===== src/design/keyed_xor_text_stream_scrambler_macros.svh =====
// ----------------------------------------------------------------------------
// keyed xor text stream scrambler assertion macros
// shared concurrent assertion forms for the scrambler top level
// ----------------------------------------------------------------------------
`ifndef KEYED_XOR_TEXT_STREAM_SCRAMBLER_MACROS_SVH
`define KEYED_XOR_TEXT_STREAM_SCRAMBLER_MACROS_SVH

// antecedent implies consequent in the same cycle
`define KXS_ASSERT_NOW(label, clk, rst, ante, cons, msg) \
   label: assert property (@(posedge clk) disable iff (rst) (ante) |-> (cons)) \
      else $error(msg);

// antecedent implies consequent in the next cycle
`define KXS_ASSERT_NEXT(label, clk, rst, ante, cons, msg) \
   label: assert property (@(posedge clk) disable iff (rst) (ante) |=> (cons)) \
      else $error(msg);

`endif


===== src/design/kxs_pkg.sv =====
// ----------------------------------------------------------------------------
// kxs_pkg
// types and constants shared by the keyed xor text stream scrambler
// ----------------------------------------------------------------------------
`timescale 1ns / 1ps

package kxs_pkg;

   localparam int TEXT_DEPTH_DEF = 1024;
   localparam int VALUE_W        = 8;
   localparam int POS_W          = 10;
   localparam int ACT_W          = 2;

   localparam logic [VALUE_W-1:0] NUL_CHAR = 8'h00;

   typedef enum logic [ACT_W-1:0] {
      ACT_LOAD  = 2'd0,
      ACT_START = 2'd1,
      ACT_DATA  = 2'd2
   } act_type;

endpackage


===== src/design/kxs_key_unit.sv =====
// ----------------------------------------------------------------------------
// kxs_key_unit
// running key, text walk index and byte parity, with next-character prefetch
// ----------------------------------------------------------------------------
`timescale 1ns / 1ps

module kxs_key_unit
   import kxs_pkg::*;
#(
   parameter int TEXT_DEPTH = TEXT_DEPTH_DEF,
   localparam int AW = $clog2(TEXT_DEPTH)
) (
   input  logic               clock,
   input  logic               reset,
   input  logic               fire,
   input  act_type            action,
   input  logic [VALUE_W-1:0] value,
   input  logic [POS_W-1:0]   position,
   input  logic [VALUE_W-1:0] rd_data,
   output logic [AW-1:0]      rd_addr,
   output logic               wr_en,
   output logic [AW-1:0]      wr_addr,
   output logic [VALUE_W-1:0] wr_data,
   output logic [VALUE_W-1:0] data_out
);

   logic [VALUE_W-1:0] key_ff, key_in;
   logic [AW-1:0]      idx_ff, idx_in;
   logic               odd_ff, odd_in;
   logic [VALUE_W-1:0] char0_ff, char0_in;

   logic [31:0]        pos_wide;
   logic               pos_ok;
   logic               is_nul;
   logic [VALUE_W-1:0] ch;
   logic [VALUE_W-1:0] ch_shift;
   logic [VALUE_W-1:0] key_data;
   logic [AW:0]        idx_inc;
   logic [AW-1:0]      idx_step;

   always_comb begin
      pos_wide = 32'(position);
      pos_ok   = pos_wide < 32'(TEXT_DEPTH);
      is_nul   = rd_data == NUL_CHAR;
      ch       = is_nul ? char0_ff : rd_data;
      ch_shift = odd_ff ? {ch[VALUE_W-2:0], 1'b0} : ch;
      key_data = key_ff ^ ch_shift;
      idx_inc  = {1'b0, idx_ff} + (AW+1)'(1);
      idx_step = (idx_inc == (AW+1)'(TEXT_DEPTH)) ? '0 : idx_inc[AW-1:0];
      data_out = value ^ key_data;

      key_in   = key_ff;
      idx_in   = idx_ff;
      odd_in   = odd_ff;
      char0_in = char0_ff;
      wr_en    = 1'b0;
      wr_addr  = pos_wide[AW-1:0];
      wr_data  = value;

      if (fire) begin
         case (action)
            ACT_LOAD: begin
               wr_en = pos_ok;
               if (pos_wide == 32'd0) begin
                  char0_in = value;
               end
            end
            ACT_START: begin
               key_in = value;
               idx_in = '0;
               odd_in = 1'b0;
            end
            ACT_DATA: begin
               key_in = key_data;
               idx_in = is_nul ? AW'(1) : idx_step;
               odd_in = ~odd_ff;
            end
            default: begin
            end
         endcase
      end

      rd_addr = idx_in;
   end

   always_ff @(posedge clock) begin
      if (reset) begin
         key_ff <= '0;
         idx_ff <= '0;
         odd_ff <= 1'b0;
      end else begin
         key_ff <= key_in;
         idx_ff <= idx_in;
         odd_ff <= odd_in;
      end
   end

   always_ff @(posedge clock) begin
      char0_ff <= char0_in;
   end

endmodule


===== config.mk =====
export PLATFORM = sky130hd
export DESIGN_NAME = kxs_key_unit
export DESIGN_NICKNAME = d
export VERILOG_FILES = /design/src/design/keyed_xor_text_stream_scrambler_macros.svh /design/src/design/kxs_pkg.sv /design/src/design/kxs_key_unit.sv
export SDC_FILE = /design/constraint.sdc
export NUM_CORES = 1
export LEC_CHECK = 0
export BUFFER_PORTS_ARGS = -buffer_cell sky130_fd_sc_hd__buf_4
export CAP_MARGIN = 10
export CELL_PAD_IN_SITES_DETAIL_PLACEMENT = 0
export CELL_PAD_IN_SITES_GLOBAL_PLACEMENT = 1
export CORE_MARGIN = 3
export CORE_UTILIZATION = 41
export CTS_BUF_LIST = sky130_fd_sc_hd__clkbuf_8
export DETAILED_ROUTE_END_ITERATION = 7
export HOLD_SLACK_MARGIN = 0.1
export PLACE_DENSITY = 0.88
export SYNTH_ARGS = -nofsm -noshare
export SYNTH_HDL_FRONTEND = slang
export SYNTH_SLANG_ARGS = --single-unit

===== constraint.sdc =====
create_clock -name clock -period 6.23 [get_ports clock]
set_clock_uncertainty 0.1 [all_clocks]
set_input_delay 0.9345 -clock clock [delete_from_list [all_inputs] [get_ports clock]]
set_output_delay 0.9345 -clock clock [all_outputs]
set_load 0.01 [all_outputs]

==> reports/metrics.csv, run 1 <==
metric,value,unit
syn_to_final_growth,21.6,%
hp-start,key_ff[7],
rows,24,
die_height,75.7,um
max_freq,244,MHz
vdd_drop_max,114,uV
status,"finished, final reports clean",
clock_latency,0.28,ns
path_clk_slew,0.11,ns
synthCells,231,
port_buffers,67,
synth_seq_cells,27,
clock_sinks,27,
utilization,53.7,%
hold_class,reg -> reg,
syn_avg_cell_area,8.61,um^2
diodes,0,
die_x,75.7,um
placed_cells,319,
synth-seq-area-share,31.2,%
dr_total_vias,1907,
timing.rr.start,idx_ff[0],
crit_path_start_kind,input pin,
post-cts-setup-buffers,0,
endpoint_kind,output pin,
synth_top_area_share,19.1,%
holdPathStages,2,
finalWorstSetupSlack,2.12,ns
design.core.area,4500,um^2
ant_nets,0,
rrSetupSlack,4.29,ns
yosysTopAreaCell,dfxtp_1,
drc_errors,0,
fin_crit_sh,65.9,%
synth_area,1990,um^2
gp_congestion,0.778,
cts-buffers-inserted,3,
period_needed,4.11,ns
grt_first_pass_wirelength,8.36,mm
grt.total_usage,18.6,%
p_leak,0.000911,uW
clockBufferDepth,2,
yosysWarnings,0,
synth_flop_cell,dfxtp_1,
holdBufCountCts,0,
post_cts_resized,0,
synth_edf_count,8,
max-cap-violations,0,
grt_pass1_vias,1747,
critPathKind,in -> out,
place_hpwl,3.80,mm
cts-htree-levels,1,
antenna_found_initial,0,
power_density,168,nW/um^2
drive_gt1_share,27.3,%
synthesis.nets,265,
root_buffer,clkbuf_8,
instances_no_fill,323,
highest_layer,met4,
wl,5.16,mm
rsz0062_at_grt,false,
worst_slew_pin_slew,0.975,ns
routed-wl-met3,294,um
synth_cell_type_count,46,
synthArstFlopShare,0,%
r2r_cells,5,
hold_violations,0,
timing.setup.tns,0,ns
drtIter0Drc,143,
yosys-top-cells-area,"dfxtp_1, edfxtp_1, buf_4",
wl_met2,2.51,mm
vias_per_cell,5.90,
final_nets,306,
slew_violations,0,
die-area,5720,um^2
place_ws,2.12,ns
worstReg2RegEnd,idx_ff[1],
drt_first_pass_iters,4,
grt_max_degree,28,
drt-wirelength-per-cell,16.0,um
initial_utilization,44.2,%
slew_headroom,35.0,%
globalRoute.totalOverflow,0,
io_pins,68,
final-setup-viol-count,0,
cp_data_required_time,5.20,ns
cts_tree,built,
hold_end,key_ff[7],
crit_fanout,21,
drt-met1-wl,2.31,mm
arrival,3.07,ns
-- per-stage QoR --
| step | area [um^2] | hold WS (ns) | total power [uW] |
|---|---|---|---|
| after floorplan | 1990 | 0.375 | 257 |
| after global placement | 2370 | 0.423 | 305 |
| after detailed placement | 2370 | 0.421 | 307 |
| after CTS | 2420 | 0.439 | 414 |
| after global routing | 2420 | 0.472 | 431 |
| final | 2420 | 0.442 | 407 |
-- per-layer routing --
| metal | vias to the layer above | global-route usage (%) |
|---|---|---|
| met1 | 887 | 25.4 |
| met5 | - | 0 |
| met2 | 55 | 30.1 |
| met3 | 4 | 3.96 |
| li1 | 961 | - |
| met4 | 0 | 4.66 |
-- critical path, cell delays in order --
cell and delay [ns]:
buf_4 0.11, inv_1 0.07, ha_1 0.58, nand3_1 0.21, a21oi_2 0.55, o21ai_0 0.25
a31oi_1 0.23, buf_4 0.15
-- cell families (layout without fill, tap and decap cells) --
group                    Yosys count  in the layout  synth area share, %
AND/OR/NAND/NOR                   77             77                 24.5
XOR/XNOR                          14             14                 6.16
adder cells (fa/ha/maj)            3              3                 1.89
buffers and inverters             34             74                 9.94
flip-flops                        27             27                 31.2
AO/OA/AOI/OAI                     76             76                 26.3
-- where the power goes --
part | switching, uW | total (uW) | internal, uW
sequential | 6.02 | 191 | 185
clock | 59.8 | 105 | 45.5
combinational | 56.8 | 111 | 54.1
total | 123 | 407 | 285
-- state kept, by name (all words and copies together) (netlist names) --
register and count:
idx_ff 10, key_ff 8, char0_ff 8, odd_ff 1
-- layout make-up --
| type | instances | area [um^2] |
|---|---|---|
| clock buffer | 3 | 41.3 |
| inverter | 3 | 11.3 |
| fill | 441 | 2080 |
| multi-input combinational | 170 | 1170 |
| tap | 52 | 65.1 |
| timing repair buffer | 67 | 503 |
| sequential | 27 | 621 |
| clock inverter | 1 | 7.51 |
-- cell usage in the layout (no fill, tap or decap), types with 3 or more instances in the layout --
master,count
o211ai_1,4
nor3b_1,3
a311o_1,3
a21oi_1,20
inv_1,3
and3_1,3
a31oi_1,13
nor2_1,9
nor4b_1,9
and2_1,3
nand2b_1,3
o21ai_0,6
xnor2_1,8
nand3_1,7
or3_1,6
a211oi_1,5
dfxtp_1,19
clkbuf_8,3
xor2_1,6
a2111oi_0,3
a311oi_1,8
a21o_1,3
nand2_1,15
buf_4,67
edfxtp_1,8
nand3b_1,9
ha_1,3
-- worst max-delay path by stage --
stage                    from          to  slack [ns]  depth (start not counted)
floorplan           action[0]  rd_addr[2]        2.82                          7
global placement    action[0]  rd_addr[7]        2.18                          8
detailed placement  action[0]  rd_addr[7]        2.12                          8
CTS                 action[0]  rd_addr[7]        2.10                          8
global route        action[0]  rd_addr[6]        1.84                          8
finish              action[0]  rd_addr[7]        2.12                          8
-- cells in the mapped netlist (2+ instances only) --
library cell / instances
inv_1: 3
a21o_1: 3
nand2_1: 15
nor4b_1: 9
o21ai_0: 6
a311o_1: 3
a41oi_1: 2
and2_1: 3
a211oi_1: 5
clkbuf_1: 10
a31oi_1: 13
a2111oi_0: 3
nor2_1: 9
edfxtp_1: 8
ha_1: 3
xor2_1: 6
buf_4: 18
dfxtp_1: 19
nor3b_1: 3
nor4_4: 2
nand4b_1: 2
nand2b_1: 3
nor4_1: 2
nand4_1: 2
a311oi_1: 8
nand3_1: 7
xnor2_1: 8
a21oi_1: 20
o211ai_1: 4
nand3b_1: 9
or3_1: 6
and3_1: 3
No activity file was read; power rests on OpenSTA's default activity.
==> run 2, diff against run 1 <==
CORE_UTILIZATION = 38   (was 41)
PLACE_DENSITY = 0.83   (was 0.88)
clock period = 4 ns   (was 6.23 ns; I/O delays follow)
==> reports/metrics.csv, run 2 (synthesis results as in run 1) <==
metric,value,unit,change
critical_path.slowest_cell,a21oi_2,,was ha_1
final-setup-viol-count,0,,unchanged
seqCellArea,621,um^2,unchanged
clock_sinks,27,,unchanged
fillers,510,,was 441
timing.setup.tns,0,ns,unchanged
status,"finished, final reports clean",,unchanged
rows,25,,was 24
arrival,2.29,ns,was 3.07 ns
diodes,0,,unchanged
period_needed,2.99,ns,
antenna_found_initial,0,,unchanged
finalWorstSetupSlack,1.01,ns,was 2.12 ns
slew_headroom,48.1,%,was 35.0%
max-cap-violations,0,,unchanged
initial_utilization,40.8,%,was 44.2%
die-area,6140,um^2,was 5720 um^2
drt_first_pass_iters,4,,unchanged
grt_first_pass_wirelength,8.72,mm,was 8.36 mm
post-cts-setup-buffers,0,,unchanged
place_hpwl,3.91,mm,was 3.80 mm
cts_tree,built,,unchanged
worst_slew_pin_slew,0.777,ns,was 0.975 ns
clockBufferDepth,2,,unchanged
ant_nets,0,,unchanged
io_pins,68,,unchanged
crit_fanout,17,,was 21
gp_congestion,0.820,,was 0.778
crit_chain,buf_4 -> inv_1 -> ha_1 -> nand3_1 -> a21oi_2 -> o21ai_0 -> a31oi_1 -> buf_4,,unchanged
final_common_cell,buf_4,,unchanged
drive_gt1_share,27.7,%,was 27.3%
design.core.area,4880,um^2,was 4500 um^2
post_cts_resized,0,,unchanged
path_clk_slew,0.10,ns,was 0.11 ns
die_height,78.4,um,was 75.7 um
max_freq,334,MHz,
cp_data_required_time,3.30,ns,was 5.20 ns
hold_violations,0,,unchanged
vdd_drop_max,149,uV,was 114 uV
critPathMaxStageDelay,0.52,ns,was 0.58 ns
grt_pass1_vias,1747,,unchanged
mostFrequentLayoutCells,"buf_4, a21oi_1, dfxtp_1",,unchanged
port_buffers,67,,unchanged
drc_errors,0,,unchanged
multi_input_area,1170,um^2,unchanged
cp_common_cell,buf_4,,unchanged
cts-htree-levels,1,,unchanged
wl,5.35,mm,was 5.16 mm
die_x,78.4,um,was 75.7 um
slew_violations,0,,unchanged
holdBufCountCts,0,,unchanged
vias_per_cell,5.67,,was 5.90
drt-wirelength-per-cell,15.7,um,was 16.0 um
fin_crit_sh,74.8,%,
clock_latency,0.28,ns,about the same
top_register,idx_ff,,unchanged
power_density,257,nW/um^2,was 168 nW/um^2
p_leak,0.000932,uW,was 0.000911 uW
globalRoute.totalOverflow,0,,unchanged
hold_class,in -> reg,,was reg -> reg
crit_path_start_kind,input pin,,unchanged
reg.largest.list,"idx_ff (10), char0_ff (8), key_ff (8)",,unchanged
rsz0062_at_grt,false,,unchanged
endpoint_kind,output pin,,unchanged
dr_total_vias,1932,,was 1907
critPathKind,in -> out,,unchanged
syn_to_final_growth,23.5,%,was 21.6%
grt_max_degree,25,,was 28
cts-buffers-inserted,3,,unchanged
final_nets,309,,was 306
place_ws,1.02,ns,was 2.12 ns
largest_reg_flops,10,,unchanged
grt.total_usage,17.5,%,was 18.6%
root_buffer,clkbuf_8,,unchanged
drtIter0Drc,91,,was 143
-- run 2: changes by cell type in the layout (fill, tap and decap cells not counted), sizes merged --
cell,previous run,this run
clkinvlp,1,0
inv,3,4
buf,67,70
-- run 2: per-stage QoR --
step / utilization (%) / hold slack, ns / instance area, um^2 / power, uW / instances
3_5_place_dp: 49.4 / 0.421 / 2410 / 481 / 337
2_1_floorplan: - / 0.375 / 1990 / 401 / 231
3_3_place_gp: 49.4 / 0.421 / 2410 / 480 / 337
4_1_cts: 50.4 / 0.416 / 2460 / 640 / 341
6_report: 50.4 / 0.424 / 2460 / 633 / 341
5_1_grt: 50.4 / 0.416 / 2460 / 665 / 341
-- run 2: path summary, 6_finish.rpt --
kind | from | to | slack, ns | cells past startpoint
worst max register to register | idx_ff[0] | idx_ff[1] | 2.01 | 5
worst max-delay path | action[0] | rd_addr[7] | 1.01 | 8
worst min register to register | idx_ff[9] | idx_ff[9] | 0.43 | 1
worst min-delay path | value[7] | char0_ff[7] | 0.42 | 1
-- run 2: per-layer routing --
layer	routed length, um	share of wire [%]	up-vias	global-route usage (%)
li1	-	-	965	-
met1	2460	46	901	22.4
met2	2550	48	61	30.6
met3	306	5.7	5	3.78
met4	36	0.67	0	3.15
met5	0	0	-	0
-- run 2: layout make-up --
cell class	count	area share, %
clock buffer	3	1.68
tap	67	3.41
clock inverter	1	0.153
inverter	3	0.458
sequential	27	25.3
timing repair buffer	70	21.4
multi-input combinational	170	47.7
-- run 2: power breakdown --
| group | switching [uW] | internal, uW |
|---|---|---|
| clock | 90.0 | 69.1 |
| combinational | 89.8 | 86.5 |
| sequential | 9.25 | 288 |
| total | 189 | 444 |
-- run 2: worst max-delay path: cells and delay by family --
| kind | cells | cell delay [ns] |
|---|---|---|
| buf+inv | 3 | 0.26 |
| simple gates | 1 | 0.12 |
| fa+ha+maj | 1 | 0.30 |
| compound gates | 3 | 1.00 |
==> run 3, diff against run 2 <==
CORE_UTILIZATION = 34   (was 38)
PLACE_DENSITY = 0.78   (was 0.83)
clock period = 2.7 ns   (was 4 ns; I/O delays follow)
==> reports/metrics.csv, run 3 (synthesis results as in run 1) <==
metric,value,unit,change
status,"finished, final reports clean",,unchanged
timing.setup.tns,0,ns,unchanged
crit_family,simple AND/OR/NAND/NOR gates,,was compound AO/OA/AOI/OAI gates
utilization,45.0,%,was 50.4%
critical_path.slowest_cell,dfxtp_1,,was a21oi_2
clock_latency,0.29,ns,was 0.28 ns
clockBufferDepth,2,,unchanged
syn_to_final_growth,26.2,%,was 23.5%
port_buffers,67,,unchanged
final_common_cell,buf_4,,unchanged
grt.total_usage,15.5,%,was 17.5%
wl_met2,2.55,mm,about the same
drt-wirelength-per-cell,15.1,um,was 15.7 um
placed_cells,346,,was 337
power_density,380,nW/um^2,was 257 nW/um^2
gp_congestion,0.795,,was 0.820
p_leak,0.000950,uW,was 0.000932 uW
place_hpwl,3.92,mm,was 3.91 mm
power_frac_clock,26.0,%,was 25.1%
cp_data_required_time,2.19,ns,was 3.30 ns
rsz0062_at_grt,false,,unchanged
antenna_found_initial,0,,unchanged
cts_tree,built,,unchanged
highest_layer,met4,,unchanged
max-cap-violations,0,,unchanged
drt-met1-wl,2.41,mm,was 2.46 mm
cp_common_cell,a31oi_1,,was buf_4
drtIter0Drc,110,,was 91
root_buffer,clkbuf_8,,unchanged
crit_chain,ha_1 -> nand3_1 -> or3_1 -> a31oi_1 -> a31oi_1 -> buf_4,,was buf_4 -> inv_1 -> ha_1 -> nand3_1 -> a21oi_2 -> o21ai_0 -> a31oi_1 -> buf_4
globalRoute.totalOverflow,0,,unchanged
critPathKind,reg -> out,,was in -> out
design.core.area,5570,um^2,was 4880 um^2
cts-htree-levels,1,,unchanged
arrival,2.08,ns,was 2.29 ns
grt_pass1_vias,1695,,was 1747
hold_class,in -> reg,,unchanged
wl,5.29,mm,was 5.35 mm
drt_first_pass_iters,4,,unchanged
endpoint_kind,output pin,,unchanged
grt_max_degree,25,,unchanged
largest_reg_flops,10,,unchanged
vdd_drop_max,200,uV,was 149 uV
hold_violations,0,,unchanged
path_clk_slew,0.11,ns,was 0.10 ns
ant_nets,0,,unchanged
netSwitchingPower,290,uW,was 189 uW
cts-buffers-inserted,3,,unchanged
diodes,0,,unchanged
post-cts-setup-buffers,0,,unchanged
io_pins,68,,unchanged
worst_slew_pin_slew,0.729,ns,was 0.777 ns
p_comb_share,27.8,%,was 27.9%
final-setup-viol-count,0,,unchanged
die-area,6810,um^2,was 6140 um^2
holdBufCountCts,0,,unchanged
vias_per_cell,5.63,,was 5.67
top_register,idx_ff,,unchanged
crit_fanout,6,,was 17
mostFrequentLayoutCells,"buf_4, a21oi_1, dfxtp_1",,unchanged
clock_sinks,27,,unchanged
routed-wl-met3,273,um,was 306 um
worst-path-buf-inv,1,,was 3
critPathMaxStageDelay,0.43,ns,was 0.52 ns
seq_power_share,46.1,%,was 47.0%
rows,27,,was 25
instances_no_fill,350,,was 341
reg.largest.list,"idx_ff (10), char0_ff (8), key_ff (8)",,unchanged
post_cts_resized,0,,unchanged
crit_path_start_kind,flop,,was input pin
drc_errors,0,,unchanged
slew_headroom,51.3,%,was 48.1%
die_height,82.5,um,was 78.4 um
initial_utilization,35.7,%,was 40.8%
intPower,665,uW,was 444 uW
grt_first_pass_wirelength,8.27,mm,was 8.72 mm
hold_slack,0.218,ns,was 0.424 ns
max_freq,387,MHz,
die_x,82.5,um,was 78.4 um
final_nets,313,,was 309
fin_crit_sh,95.7,%,
dr_total_vias,1969,,was 1932
swShare,30.3,%,was 29.9%
slew_violations,0,,unchanged
drive_gt1_share,29.1,%,was 27.7%
period_needed,2.58,ns,
## run 3: worst paths after layout
check	start	cells past startpoint	to	slack, ns
min reg2reg	idx_ff[6]	1	idx_ff[6]	0.42
max reg2reg	idx_ff[0]	5	idx_ff[1]	0.77
min	value[1]	1	char0_ff[1]	0.22
max	idx_ff[0]	6	rd_addr[5]	0.12
## run 3: area by class of cell
type / count / area, um^2
clock buffers: 3 / 41.3
clock inverters: 1 / 7.51
fillers: 592 / 3060
inverters: 3 / 11.3
multi-input cells: 170 / 1170
flip-flops and latches: 27 / 621
well taps: 72 / 90.1
repair buffers: 74 / 568
## run 3: per-stage QoR
stage | setup slack [ns] | cell area (um^2) | total power (uW)
3_3_place_gp | 0.407 | 2460 | 717
3_5_place_dp | 0.396 | 2460 | 719
2_1_floorplan | 0.347 | 1990 | 594
6_report | 0.117 | 2510 | 955
5_1_grt | 0.00896 | 2510 | 1000
4_1_cts | 0.127 | 2510 | 969
## run 3: routing by layer
layer  global-route usage (%)  vias to the layer above
met3                     2.93                        6
met4                     3.59                        0
met1                     21.4                      935
li1                         -                      977
met2                     25.0                       51
met5                        0                        -
## run 3: power groups by stage
stage	clock network, uW	logic, uW	registers (uW)
finish	249	266	440
global route	268	291	443
CTS	259	269	440
detailed placement	0	269	450
global placement	0	267	449
floorplan	0	149	445
